==> config.mk <==
export PLATFORM = sky130hd
export DESIGN_NAME = fsrs_front
export DESIGN_NICKNAME = d
export VERILOG_FILES = /design/src/rtl/fsrs_pkg.sv /design/src/rtl/fsrs_front.sv
export SDC_FILE = /design/constraint.sdc
export NUM_CORES = 1
export LEC_CHECK = 0
export ABC_AREA = 1
export BUFFER_PORTS_ARGS = -buffer_cell sky130_fd_sc_hd__buf_4
export CORE_ASPECT_RATIO = 0.5
export CORE_MARGIN = 2
export CORE_UTILIZATION = 28
export DETAILED_ROUTE_END_ITERATION = 8
export PLACE_DENSITY = 0.47
export SETUP_SLACK_MARGIN = 0.1
export SLEW_MARGIN = 10
export SYNTH_ARGS = -nofsm -noshare
export SYNTH_HDL_FRONTEND = slang
export SYNTH_SLANG_ARGS = --single-unit
==> constraint.sdc <==
create_clock -name clk -period 9.05 [get_ports clk]
set_input_delay 0.905 -clock clk [delete_from_list [all_inputs] [get_ports clk]]
set_output_delay 0.905 -clock clk [all_outputs]
set_load 0.02 [all_outputs]
==> src/rtl/fsrs_pkg.sv <==
`default_nettype none
package fsrs_pkg;

  localparam int KEY_W   = 17;
  localparam int SHADE_W = 8;
  localparam int IDX_W   = 6;
  localparam int FIT_W   = 24;

  localparam logic [FIT_W-1:0]   FIT_MAX   = {FIT_W{1'b1}};
  localparam logic [SHADE_W-1:0] SHADE_MAX = {SHADE_W{1'b1}};

  // one stored ranking entry
  typedef struct packed {
    logic             occ;
    logic [FIT_W-1:0] fit;
    logic [IDX_W-1:0] idx;
  } fsrs_entry_t;

  // finished individual leaving the accumulator
  typedef struct packed {
    logic             valid;
    logic             pop;
    logic [FIT_W-1:0] fit;
  } fsrs_ins_t;

  // broadcast to every cell of the chain
  typedef struct packed {
    logic             ins;
    logic             shift;
    logic [FIT_W-1:0] fit;
    logic [IDX_W-1:0] idx;
  } fsrs_cell_ctl_t;

endpackage
`default_nettype wire

==> src/rtl/fsrs_front.sv <==
`default_nettype none
module fsrs_front
  import fsrs_pkg::*;
(
  input  wire logic               clk,
  input  wire logic               rst,
  input  wire logic               gene_valid,
  input  wire logic [KEY_W-1:0]   key_value,
  input  wire logic [SHADE_W-1:0] target_shade,
  input  wire logic               individual_end,
  input  wire logic               population_end,
  output fsrs_ins_t               ins
);

  localparam int PROD_W = KEY_W + SHADE_W;

  logic [PROD_W-1:0]  prod;
  logic [PROD_W-1:0]  rounded;
  logic [PROD_W-17:0] shade_wide;
  logic [SHADE_W-1:0] shade;
  logic [SHADE_W-1:0] diff_next;

  // stage 1
  logic               s1_valid;
  logic               s1_end;
  logic               s1_pop;
  logic [SHADE_W-1:0] s1_diff;

  // stage 2
  logic [FIT_W-1:0]   acc;
  logic [FIT_W:0]     acc_sum;
  logic [FIT_W-1:0]   acc_sat;

  // key * 255 as (key << 8) - key, then round half up, dropping 16 fraction bits
  always_comb begin
    prod       = {key_value, {SHADE_W{1'b0}}} - PROD_W'(key_value);
    rounded    = prod + PROD_W'(32768);
    shade_wide = rounded[PROD_W-1:16];
    shade      = shade_wide[PROD_W-17] ? SHADE_MAX : shade_wide[SHADE_W-1:0];
    diff_next  = (target_shade > shade) ? target_shade - shade : shade - target_shade;
  end

  always_ff @(posedge clk) begin
    if (rst) begin
      s1_valid <= 1'b0;
    end else begin
      s1_valid <= gene_valid;
    end
  end

  always_ff @(posedge clk) begin
    s1_diff <= diff_next;
    s1_end  <= individual_end | population_end;
    s1_pop  <= population_end;
  end

  always_comb begin
    acc_sum = {1'b0, acc} + (FIT_W+1)'(s1_diff);
    acc_sat = acc_sum[FIT_W] ? FIT_MAX : acc_sum[FIT_W-1:0];
  end

  always_ff @(posedge clk) begin
    if (rst) begin
      acc       <= '0;
      ins.valid <= 1'b0;
      ins.pop   <= 1'b0;
    end else begin
      ins.valid <= s1_valid & s1_end;
      ins.pop   <= s1_valid & s1_pop;
      if (s1_valid) begin
        acc <= s1_end ? '0 : acc_sat;
      end
    end
  end

  always_ff @(posedge clk) begin
    ins.fit <= acc_sat;
  end

endmodule
`default_nettype wire

; Word-level counts from Yosys, hierarchy flattened
; Index checks and enable logic that the tools add are counted.
[classes]
n_addsub = 5
order_cmp = 1
n_mux = 4
bitwise_logic = 3
[ops]
columns = operator, n
row1 = 2-to-1 mux 24 bit, 2
row2 = adder 24 x 8 -> 25 bit, 1
row3 = adder 25 x 16 -> 25 bit (second input constant), 1
row4 = subtractor 25 x 17 -> 25 bit, 1
row5 = 2-to-1 mux 8 bit, 2
row6 = subtractor 8 bit, 2
row7 = greater-than comparator 8 bit, 1
row8 = AND 1 bit, 2
row9 = bitwise OR 1 bit, 1
[totals]
reg_bits = 61
input_bits = 30
output_inout_bits = 26
elab_cells = 21

; Depth between registers and ports, before layout
[logic_depth]
ltp_word = 5
mapped_depth = 27
ltp_nobuf = 27

; Worst setup path after synthesis
; Ideal clock, no wire load.
[synth_timing]
path_type = input -> register
start = in key_value[7]
end = reg s1_diff[7]
setup_time_ns = 0.112
t_arrival_ns = 3.739
t_required_ns = 8.938
slack_ns = 5.199
stages = 26
path_buffers = 0
cell_sequence = inv_1 > ha_1 > inv_1 > ha_1 > nand2_1 > inv_1 > a21oi_1 > o21a_1 > nand2_1 > nand2_1 > nand2_1 > nand2_1 > nand2_1 > nand2_1 > inv_1 > fa_1 > inv_1 > nor2_1 > nor2_1 > inv_1 > a21oi_1 > nand2_1 > nand2_2 > inv_1 > nand2_1 > nand2_1
[synth_between]
elab_chain_cells = 5
elab_cells_between_ends = 7
classes_between = add/sub (4) / order compare (1) / mux (2)
[synth_rtl]
columns = item, line_no
row1 = "start, declared", fsrs_front.sv:8  ; input wire logic [KEY_W-1:0] key_value,
row2 = subtractor 25 x 17 -> 25 bit *, fsrs_front.sv:36  ; prod = {key_value, {SHADE_W{1'b0}}} - PROD_W'(key_value);
row3 = adder 25 x 16 -> 25 bit *, fsrs_front.sv:37  ; rounded = prod + PROD_W'(32768);
row4 = 2-to-1 mux 8 bit *, fsrs_front.sv:39  ; shade = shade_wide[PROD_W-17] ? SHADE_MAX : shade_wide[SHADE_W-1:0];
row5 = subtractor 8 bit / greater-than comparator 8 bit (equally long branches), fsrs_front.sv:40  ; diff_next = (target_shade > shade) ? target_shade - shade : shade - target_shade;
row6 = 2-to-1 mux 8 bit *, fsrs_front.sv:40
row7 = net diff_next[7], fsrs_front.sv:21  ; logic [SHADE_W-1:0] diff_next;
row8 = "end signal, assigned", fsrs_front.sv:52  ; s1_diff <= diff_next;
row9 = "end, declared", fsrs_front.sv:27  ; logic [SHADE_W-1:0] s1_diff;
; The timed path passes the listed nets; every way through them passes the cells marked *.
; A chain may end at the register's enable or synchronous reset.

; Final worst setup path
[layout_timing]
start = in key_value[14]
end = reg s1_diff[5]
; The elaborated chain is that of the path after synthesis.

==> flow_metrics.tcl <==
set metrics [dict create \
    vias 4616 \
    fmax_mhz 244 \
    hold_buffers 0 \
    row_count 34 \
    mostFrequentLayoutCells "nand2_1, inv_1, dfxtp_1, nand3_1, buf_4" \
    power_frac_seq_pct 30.5 \
    fin_skew_ns 0.00882 \
    post_cts_resized 0 \
    synth_fp_nets 825 \
    final_cells 1039 \
    hold_path.startpoint "s1_pop" \
    switching_share_pct 36.6 \
    wl_per_cell_um 12.8 \
    drtIter0Drc 154 \
    ys_ff_latch 61 \
    period_share_pct 45.3 \
    total_leakage_power_nw 2.91 \
    grt_pass1_wl_mm 22.1 \
    ff2ff_path_depth 10 \
    start_util_pct 28.4 \
    pwr-share-comb_pct 36.6 \
    r2r_end "acc[19]" \
    vias_per_cell 4.44 \
    synth_cell_types 38 \
    die_x_um 191 \
    p_int_w 0.000673 \
    wl_mm 13.3 \
    avgSynthCellArea_sq_um 6.58 \
    final_common_cell "nand2_1" \
    yosysSeqAreaShare_pct 24.9 \
    cp_data_required_time_ns 9.28 \
    dp.cells 1023 \
    reg2reg_slack_ns 6.54 \
    synthFlopType "dfxtp_1" \
    hold_class "flop to flop" \
    syn_inst 745 \
    drc 0 \
    r2r-start "acc[0]" \
    post-place-ws_ns 4.54 \
    utilization_pct 33.8 \
    finalSetupViolCount 0 \
    numCtsBuffers 9 \
    antenna_found_initial 0 \
    timing.setup.tns_ns 0 \
    maxSlewHeadroom_pct 59.5 \
    power_switching_w 0.000387 \
    cp_max_fo 9 \
    powerDensity_nw_per_um2 181 \
    die_area_sq_um 18700 \
    post_dp_cell_area_sq_um 5540 \
    peakVddDrop_uv 78.5 \
    grt_max_degree 28 \
    status "finished clean" \
    cp-start-kind "input pin" \
    n_antenna_cell 0 \
    holdPathEnd "ins[24]" \
    clk_latency_ns 0.34 \
    gp_congestion 0.920 \
    crit_arrival_ns 4.33 \
    synth_edf_count 0 \
    hpwlAfterDp_mm 10.9 \
    postCtsSetupRepairBufs 0 \
    coreArea_sq_um 17300 \
    worst_pin_slew_ns 0.602 \
    syn-cell-area_sq_um 4900 \
    finalNetCount 880 \
    io_pins 56 \
    crit_start "key_value[14]" \
    die_h_um 97.6 \
    ant_nets 0 \
    first_global_vias 4666 \
    area_growth_pct 19.2 \
    clock_sinks 61 \
    layout_setup_ws_ns 4.95 \
    clock_path_buffers 2 \
    synth-warning-count 0 \
    clkPwrFrac_pct 32.9 \
    crit_path_end_kind "flop" \
    drive_gt1_share_pct 15.0 \
    cts_tree "built" \
    clk_pin_slew_ns 0.06 \
    h-tree-depth 3 \
    fin_crit_ns 4.10 \
    crit_type "input pin to flop" \
    clockRootBuffer "clkbuf_16" \
    hold_violations 0 \
    rsz0062_at_grt "no" \
    slew_viol_final 0 \
    io_buffers 55 \
    num-fill-cells 1933 \
    fin_area_sq_um 5850 \
    synthArstFlopShare_pct 0 \
    holdPathStages 2 \
    grt-ovfl-total 0 \
    maxCapViolations 0 \
    track_usage_pct 14.9 \
    first_pass_iters 4 \
]
power groups by stage:
| stage | Sequential (W) | Combinational [W] | Clock [W] |
|---|---|---|---|
| 4_1_cts | 0.000324 | 0.000392 | 0.000359 |
| 5_1_grt | 0.000327 | 0.000439 | 0.000370 |
| 6_report | 0.000324 | 0.000388 | 0.000348 |
| 3_5_place_dp | 0.000330 | 0.000390 | 0 |
| 2_1_floorplan | 0.000349 | 0.000258 | 0 |
| 3_3_place_gp | 0.000331 | 0.000390 | 0 |
synthesized netlist by cell type (3+ instances only):
cell type  number  share of area (%)
dfxtp_1        61                 25
nor2_4          3               0.69
fa_1            3                1.2
nand4_1        17                2.2
nand2_1       229                 18
inv_1         114                8.7
o21ai_0        16                1.6
clkbuf_1        5               0.38
nand2_4         6                1.4
nand3_4         6                2.1
nor3_1          9               0.92
buf_2           5               0.51
ha_1           47                 12
nor2_1         54                4.1
nor2_2          3               0.38
xnor2_1         6                1.1
xor2_1         14                2.5
a21o_1          5               0.77
a21oi_2        10                1.8
a21oi_1        41                4.2
nand3_1        59                6.0
nand2_2        13                1.7
metal layers:
layer,GRT usage [%],vias up,share of wire (%)
met3,2.35,23,3.6
met2,25.5,78,46
li1,-,2476,-
met1,18.5,2039,48
met4,6.33,0,2.8
met5,0,-,0
state kept, by name (all words and copies together) (netlist names):
signal,count
acc,24
ins,26
s1_diff,8
s1_end,1
s1_pop,1
s1_valid,1
through the flow:
stage | power [W] | hold WS (ns)
detailed placement | 0.000720 | 0.410
global placement | 0.000721 | 0.413
global route | 0.00114 | 0.463
floorplan | 0.000607 | 0.403
CTS | 0.00108 | 0.418
finish | 0.00106 | 0.416
worst max-delay path: stages:
cell,delay (ns)
buf_4,0.11
inv_1,0.07
ha_1,0.24
ha_1,0.35
nand2_1,0.09
inv_1,0.06
a21oi_1,0.14
o21a_1,0.13
nand2_1,0.10
nand2_1,0.12
nand2_1,0.07
nand2_1,0.07
nand2_1,0.14
nand2_1,0.19
inv_1,0.10
fa_1,0.43
inv_1,0.07
nor2_1,0.04
nor2_1,0.22
inv_1,0.06
a21oi_1,0.12
nand2_1,0.08
nand2_2,0.14
inv_1,0.13
nand2_1,0.09
nand2_1,0.05
worst max-delay path by stage:
stage | end | slack (ns)
6_report | s1_diff[5] | 4.95
3_5_place_dp | s1_diff[7] | 4.54
2_1_floorplan | s1_diff[7] | 5.20
4_1_cts | s1_diff[7] | 4.89
3_3_place_gp | s1_diff[7] | 4.56
5_1_grt | s1_diff[5] | 4.46
kinds of logic after synthesis:
family / Yosys count / synth area share [%]
and+or+nand+nor: 409 / 38.5
buffers and inverters: 128 / 10.5
AOI/OAI and AO/OA: 77 / 9.34
DFF: 61 / 24.9
adders and majority gates: 50 / 13.2
xor gates and xnor gates: 20 / 3.57
layout make-up:
type                       count  area (sq um)  share of cell area [%]
timing repair buffer          56           420                    7.19
tap                          234           293                    5.01
clock buffer                   9           225                    3.85
inverter                     116           435                    7.45
clock inverter                 7          78.8                    1.35
multi-input combinational    556          3170                    54.3
sequential                    61          1220                    20.9
Note: power is estimated with default switching activity, not from simulation.
