===== src/rtl/fsrs_pkg.sv =====
`default_nettype none
package fsrs_pkg;

  localparam int KEY_W   = 17;
  localparam int SHADE_W = 8;
  localparam int IDX_W   = 6;
  localparam int FIT_W   = 24;

  localparam logic [FIT_W-1:0]   FIT_MAX   = {FIT_W{1'b1}};
  localparam logic [SHADE_W-1:0] SHADE_MAX = {SHADE_W{1'b1}};

  // one stored ranking entry
  typedef struct packed {
    logic             occ;
    logic [FIT_W-1:0] fit;
    logic [IDX_W-1:0] idx;
  } fsrs_entry_t;

  // finished individual leaving the accumulator
  typedef struct packed {
    logic             valid;
    logic             pop;
    logic [FIT_W-1:0] fit;
  } fsrs_ins_t;

  // broadcast to every cell of the chain
  typedef struct packed {
    logic             ins;
    logic             shift;
    logic [FIT_W-1:0] fit;
    logic [IDX_W-1:0] idx;
  } fsrs_cell_ctl_t;

endpackage
`default_nettype wire


===== src/rtl/fsrs_cell.sv =====
`default_nettype none
module fsrs_cell
  import fsrs_pkg::*;
(
  input  wire logic            clk,
  input  wire logic            rst,
  input  wire fsrs_cell_ctl_t  ctl,
  input  wire fsrs_entry_t     prev_entry,
  input  wire logic            prev_stay,
  input  wire fsrs_entry_t     next_entry,
  output fsrs_entry_t          entry,
  output logic                 stay
);

  fsrs_entry_t entry_next;

  // equal fitness stays ahead of the newcomer
  assign stay = entry.occ & (entry.fit <= ctl.fit);

  always_comb begin
    entry_next = entry;
    if (ctl.ins) begin
      if (stay) begin
        entry_next = entry;
      end else if (prev_stay) begin
        entry_next.occ = 1'b1;
        entry_next.fit = ctl.fit;
        entry_next.idx = ctl.idx;
      end else begin
        entry_next = prev_entry;
      end
    end else if (ctl.shift) begin
      entry_next = next_entry;
    end
  end

  always_ff @(posedge clk) begin
    if (rst) begin
      entry.occ <= 1'b0;
    end else begin
      entry.occ <= entry_next.occ;
    end
  end

  always_ff @(posedge clk) begin
    entry.fit <= entry_next.fit;
    entry.idx <= entry_next.idx;
  end

endmodule
`default_nettype wire


===== config.mk =====
export PLATFORM = sky130hd
export DESIGN_NAME = fsrs_cell
export DESIGN_NICKNAME = d
export VERILOG_FILES = /design/src/rtl/fsrs_pkg.sv /design/src/rtl/fsrs_cell.sv
export SDC_FILE = /design/constraint.sdc
export NUM_CORES = 1
export LEC_CHECK = 0
export BUFFER_PORTS_ARGS = -buffer_cell sky130_fd_sc_hd__buf_2
export CAP_MARGIN = 20
export CORE_MARGIN = 2
export CORE_UTILIZATION = 44
export DETAILED_ROUTE_END_ITERATION = 10
export GPL_ROUTABILITY_DRIVEN = 0
export PLACE_DENSITY = 0.82
export SETUP_SLACK_MARGIN = 0.02
export SLEW_MARGIN = 5
export SYNTH_ARGS = -nofsm -noshare
export SYNTH_HDL_FRONTEND = slang
export SYNTH_SLANG_ARGS = --single-unit

===== constraint.sdc =====
create_clock -name clk -period 3.95 [get_ports clk]
set_input_delay 0.79 -clock clk [delete_from_list [all_inputs] [get_ports clk]]
set_output_delay 0.79 -clock clk [all_outputs]
set_load 0.03 [all_outputs]

### Word level (Yosys, flattened, before mapping)

Index checks and enable logic that the tools add are counted.

| storage, ports and cells | value |
|---|---|
| register bits | 31 |
| bits of input ports | 97 |
| output and inout port bits | 32 |
| logic and storage cells | 12 |

| cells by class | value |
|---|---|
| magnitude comparators | 1 |
| equality and inequality tests | 1 |
| muxes and demuxes | 4 |
| bitwise logic cells | 1 |
| reductions and logical operators | 2 |

Operators by type and width:

| cell | number |
|---|---|
| 31-bit 2-to-1 mux | 4 |
| 24-bit less-or-equal comparator | 1 |
| 2-bit != test (second input constant) | 1 |
| 2-bit AND reduction | 1 |
| 2-bit nonzero test | 1 |
| 1-bit AND | 1 |

### Longest topological paths before layout

Gate-level depths: netlist of the first run.

| logic depth | value |
|---|---|
| word-level depth | 4 |
| depth in mapped cells | 8 |
| depth with buffers taken out | 8 |

### Least setup slack after synthesis of the first run

Ideal clock, no wire load.

| path | value |
|---|---|
| path kind | input-to-output |
| start point | input port ctl[16] in the netlist's numbering |
| end point | output port stay |
| data arrival time | 2.318 ns |
| required time | 3.160 ns |
| path slack | 0.842 ns |
| stages | 8 |
| buffers on the path | 0 |
| path through | inv_1 -> ha_1 -> a41o_1 -> a21oi_2 -> nor4_1 -> nor4_2 -> a21boi_2 -> nor2b_1 |

| between the ends | value |
|---|---|
| word-level cells in the longest chain between the ends | 2 |

Ends and longest elaborated chain:

| item | line | text |
|---|---|---|
| from (decl) | fsrs_cell.sv:7 | `input wire fsrs_cell_ctl_t ctl,` |
| 24-bit less-or-equal comparator | fsrs_cell.sv:18 | `assign stay = entry.occ & (entry.fit <= ctl.fit);` |
| 1-bit AND | fsrs_cell.sv:18 |  |
| to (decl) | fsrs_cell.sv:12 | `output logic stay` |

Every way passes these cells.

### Worst setup path after layout of the first run

Ends and elaborated chain as after synthesis.

==> reports/results.ini, run 1 <==
[synth]
synth_top_area_frac = 0.404
syn_area_mm2 = 0.00223
avgSynthCellArea_um2 = 9.86
syn_inst = 226
synth_cell_type_count = 32
synth_fa_ha_area_frac = 0.135
synth_top_cells_by_area = edfxtp_1 (40%), ha_1 (13%), mux2i_1 (13%), a21oi_1 (9.2%), nor2_1 (5.2%)
synth_compound_area_frac = 0.139
synth_top_family_by_area = compound AO/OA/AOI/OAI gates
synth_simple_gate_area_frac = 0.117
synthesis.nets = 347
synth_xor_area_frac = 0
yosysTopAreaCell = edfxtp_1
ys_ff_latch = 31
seq_area_frac_synth = 0.413
ys_warn_count = 0
synth_mux_area_frac = 0.135

[clocking]
htreeDepth = 2
clkSinkCount = 31
clkTransAtPathRegs_ns = 0.07
postCtsSetupBuffers = 0
cts_root_buffer = clkbuf_8
clk_latency_ns = 0.27
cts_hold_buf = 0
numCtsBuffers = 5
cts_resized = 0
cts_tree = built
clockBufferDepth = 2

[drt]
drt-met1-wl_mm = 2.25
met3WireLength_um = 368
top_layer = met4
drtPass1Iterations = 4
vias = 2051
via_per_inst = 4.87
antenna_left = 0
met2WireLength_mm = 2.62
wl_per_cell_um = 12.6
first_iter_violations = 59
postRouteWirelength_mm = 5.32
drc = 0

[global_routing]
grt_util_all_layers = 0.191
grt_pass1_vias = 1981
grt_max_degree = 61
grt_first_pass_wirelength_mm = 8.16
grt_antenna_before_repair = 0
gr-total-overflow = 0

[run_status]
status = complete, no violations

[final_layout]
drive_above_1_share = 0.412
layout_common_cells = buf_2 (128), a21oi_1 (41), nor2_1 (31), mux2i_1 (30), edfxtp_1 (30)
final_nets = 474
layout.cells.non_filler = 421
final_core_util = 0.627
diodes = 0
reg_top3 = entry (31)
area_delta_synth_final_pct = 35.6
design_area_mm2 = 0.00302
largest-register = entry
largest_reg_flops = 31
final_common_cell = buf_2

[worst_setup_path]
crit_type = primary input to output pin
cpPeakStageDelay_ns = 0.32
cpMostUsedCell = buf_2
cp_cell_sequence = buf_2, inv_1, ha_1, a21o_2, a21oi_2, nor4_1, nor4_2, a21boi_2, nor2b_1, buf_2
crit_family = simple AND/OR/NAND/NOR gates
cp_data_required_time_ns = 3.16
reg2reg_from = entry[28]
critical_path.endpoint_type = output pin
slowest_stage = ha_1
worstPathBufferInverterCount = 3
cp_max_fo = 3
crit_path_start_kind = primary input
cp.arrival_ns = 2.40
r2r-end = entry[14]
r2r_cells = 7
r2r_slack_ns = 1.27

[sta]
fin_crit_sh = 0.808
slew_headroom = 0.388
clock_skew_ns = 0.00693
rsz0062_at_grt = no
max_freq_ghz = 0.313
worst_slew_pin_slew_ns = 0.918
tns_ns = 0
setup_viol = 0
maxSlewViolCount = 0
hold_slack_ns = 0.539
setup_ws_ns = 0.757
min_period_ns = 3.19
report.final.hold_viol_count = 0

[floorplan]
ios = 129
die_area_mm2 = 0.00565
rows = 25
core_mm2 = 0.00482
fp.dieH_um = 75.2
initial_core_util = 0.463
die_x_um = 75.2

[power_and_ir_drop]
power_leakage_nw = 1.56
ir_drop_mv = 0.217
finalPower_mw = 1.01
powerDensity_mw_per_mm2 = 333

[place]
post-place-ws_ns = 0.758
io_buffers = 128
hpwl_mm = 4.29
placedInstanceArea_mm2 = 0.00293
place_inst = 413

[job]
max_cap_viol_count = 0

[min_path]
hold_start = entry[30]
worst_hold_path.endpoint = entry[30]
hold_depth = 2
hold_class = flip-flop to flip-flop

## cells in the mapped netlist, drive strengths merged
library cell,number
ha,24
nor4,3
a21boi,1
o22a,1
o21ai,3
nor2b,2
nor2,31
nand2,5
clkbuf,6
nand3b,1
o211ai,1
a211oi,1
nor3b,1
a21o,3
dfxtp,1
inv,24
nand3,1
buf,5
nand2b,1
a41o,1
edfxtp,30
nand4,7
o32ai,1
a21oi,42
mux2i,30
## report_power, final
group	switching [mW]	total (mW)	internal, mW
Clock	0.113	0.254	0.140
Combinational	0.198	0.328	0.130
Sequential	0.0168	0.424	0.407
Total	0.329	1.01	0.677
## routing by layer
layer / global-route usage / vias to the layer above
met1: 0.215 / 895
met2: 0.351 / 76
met3: 0.0509 / 6
li1: - / 1074
met4: 0.0585 / 0
met5: 0 / -
## cells by family after synthesis
logic type | Yosys count
adders and majority gates | 24
buffers and inverters | 35
and+or+nand+nor | 52
AOI/OAI and AO/OA | 54
muxes | 30
DFF | 31
## layout make-up
cell class / count / area (um^2)
Fill cell: 431 / 1800
Multi-Input combinational cell: 160 / 1170
Sequential cell: 31 / 921
Timing Repair Buffer: 131 / 663
Inverter: 24 / 90.1
Clock buffer: 7 / 86.3
Tap cell: 67 / 83.8
Clock inverter: 1 / 5.00
## how the worst max path moves through the flow
stage	from	depth (start not counted)	endpoint
after floorplan	ctl[16]	8	stay
after global placement	ctl[16]	10	stay
after detailed placement	ctl[16]	10	stay
after CTS	ctl[16]	10	stay
after global routing	ctl[16]	10	stay
final	ctl[16]	10	stay
## worst reg2reg max path, delay by kind of cell (launching register included)
| kind | cells | cell delay [ns] |
|---|---|---|
| AOI/OAI and AO/OA | 3 | 0.73 |
| and+or+nand+nor | 2 | 0.55 |
| DFF | 1 | 0.42 |
| adders and majority gates | 1 | 0.34 |
| buffers and inverters | 1 | 0.33 |
No activity file was read; power rests on OpenSTA's default activity.
==> inputs of run 2 (changes only) <==
clock period = 3 ns   (was 3.95 ns; I/O delays follow)
==> reports/results.ini, run 2 (synthesis gave the netlist of run 1 again) <==
[run_status]
status = complete, no violations

[power_and_ir_drop]
powerDensity_mw_per_mm2 = 429  ; +29%
swShare = 0.335  ; +0.00798
p_switching_mw = 0.437  ; +33%
power_leakage_nw = 1.56  ; +0.49%
p_int_mw = 0.869  ; +28%
p_seq_frac = 0.427  ; +0.006
clkPwrFrac = 0.233  ; -0.019
ir_drop_mv = 0.280  ; +29%
combPwrFrac = 0.339  ; +0.013

[clocking]
htreeDepth = 2  ; unchanged
clockBufferDepth = 2  ; unchanged
numCtsBuffers = 5  ; unchanged
cts_hold_buf = 0  ; unchanged
cts_root_buffer = clkbuf_8
cts_tree = built
clkTransAtPathRegs_ns = 0.06  ; about the same
clk_latency_ns = 0.27  ; about the same
clkSinkCount = 31  ; unchanged

[min_path]
hold_class = flip-flop to flip-flop
worst_hold_path.endpoint = entry[30]
hold_start = entry[30]
hold_depth = 2  ; unchanged

[worst_setup_path]
r2r_cells = 7  ; unchanged
critical_path.endpoint_type = output pin
cp.arrival_ns = 2.21  ; -0.19 ns
crit_type = primary input to output pin
cp_max_fo = 3  ; unchanged
r2r_slack_ns = 0.60  ; -0.67 ns
r2r-end = entry[13]
crit_path_start_kind = primary input
cp_data_required_time_ns = 2.40  ; -0.76 ns
reg2reg_from = entry[29]

[final_layout]
final_nets = 477  ; +0.63%
area_delta_synth_final_pct = 36.7
seq_area_um2 = 921  ; unchanged
layout_common_cells = buf_2 (127), a21oi_1 (41), nor2_1 (31), mux2i_1 (30), edfxtp_1 (30)
diodes = 0  ; unchanged
final_common_cell = buf_2
drive_above_1_share = 0.419  ; +0.00611
multi_input_area_mm2 = 0.00118  ; +1.1%
fillers = 429  ; -0.46%
reg_top3 = entry (31)
largest-register = entry
largest_reg_flops = 31  ; unchanged

[floorplan]
die_x_um = 75.2  ; unchanged
initial_core_util = 0.463  ; unchanged
fp.dieH_um = 75.2  ; unchanged
die_area_mm2 = 0.00565  ; unchanged
core_mm2 = 0.00482  ; unchanged
ios = 129  ; unchanged
rows = 25  ; unchanged

[sta]
clock_skew_ns = 0.00496  ; -0.00197 ns
slew_headroom = 0.386  ; -0.00220
max_freq_ghz = 0.356
report.final.hold_viol_count = 0  ; unchanged
worst_slew_pin_slew_ns = 0.921  ; +0.00330 ns
rsz0062_at_grt = no
setup_viol = 0  ; unchanged
maxSlewViolCount = 0  ; unchanged
hold_slack_ns = 0.537  ; -0.00216 ns
min_period_ns = 2.81
tns_ns = 0  ; unchanged
fin_crit_sh = 0.936

[global_routing]
grt_antenna_before_repair = 0  ; unchanged
grt_pass1_vias = 2078  ; +4.9%
grt_util_all_layers = 0.198  ; +0.00698
grt_max_degree = 35  ; -43%
grt_first_pass_wirelength_mm = 8.53  ; +4.5%
gr-total-overflow = 0  ; unchanged

[job]
max_cap_viol_count = 0  ; unchanged

[drt]
wl_per_cell_um = 12.9  ; +2.2%
postRouteWirelength_mm = 5.47  ; +2.7%
first_iter_violations = 73  ; +24%
drtPass1Iterations = 4  ; unchanged
vias = 2082  ; +1.5%
via_per_inst = 4.92  ; +1.0%
drc = 0  ; unchanged
antenna_left = 0  ; unchanged

[place]
io_buffers = 128  ; unchanged
hpwl_mm = 4.40  ; +2.5%

[run 2: layout make-up]
type,count,area share
timing repair buffer,134,0.226
clock inverter,2,0.00288
multi-input combinational,160,0.389
inverter,24,0.0296
tap,67,0.0275
clock buffer,5,0.0226
sequential,31,0.302
[run 2: worst max-delay path by stage]
stage	startpoint	endpoint	slack, ns
global placement	ctl[16]	stay	0.20
detailed placement	ctl[16]	stay	0.13
finish	ctl[17]	stay	0.19
global route	ctl[17]	stay	0.05
floorplan	ctl[28]	entry[0]	0.18
CTS	ctl[16]	stay	0.12
[run 2: critical path, cell delays in order]
cell and delay [ns]:
buf_2 0.09, inv_1 0.04, ha_1 0.33, a41o_1 0.20, a21oi_2 0.12, nor4_1 0.07, nor4_2 0.35, a21boi_2 0.10
nor2b_1 0.13, buf_4 0.18
[run 2: power by group through the flow]
stage	combinational (mW)	clock, mW	sequential, mW
floorplan	0.186	0	0.660
global placement	0.429	0	0.564
detailed placement	0.439	0	0.567
CTS	0.441	0.314	0.558
global route	0.490	0.332	0.564
finish	0.443	0.305	0.558
[run 2: per-layer routing]
metal / vias up / share of wire / track usage
li1: 1078 / - / -
met1: 926 / 0.41 / 0.223
met2: 74 / 0.51 / 0.366
met3: 4 / 0.073 / 0.0535
met4: 0 / 0.0057 / 0.0526
met5: - / 0 / 0
[run 2: timing repair]
item / 4_1_cts / 5_1_grt
resized for setup: 0 / 3
endpoints found under the setup margin: 0 / 1
buffers inserted: 0 / 1
hold endpoints to repair: 0 / 0
[run 2: through the flow]
stage	total power [mW]	area, um^2	setup WS [ns]	utilization	cells
global placement	0.993	2950	0.203	0.611	415
detailed placement	1.01	2950	0.131	0.611	415
CTS	1.31	3020	0.122	0.628	422
finish	1.31	3050	0.192	0.632	423
global route	1.39	3050	0.0515	0.632	423
floorplan	0.846	2230	0.184	-	226
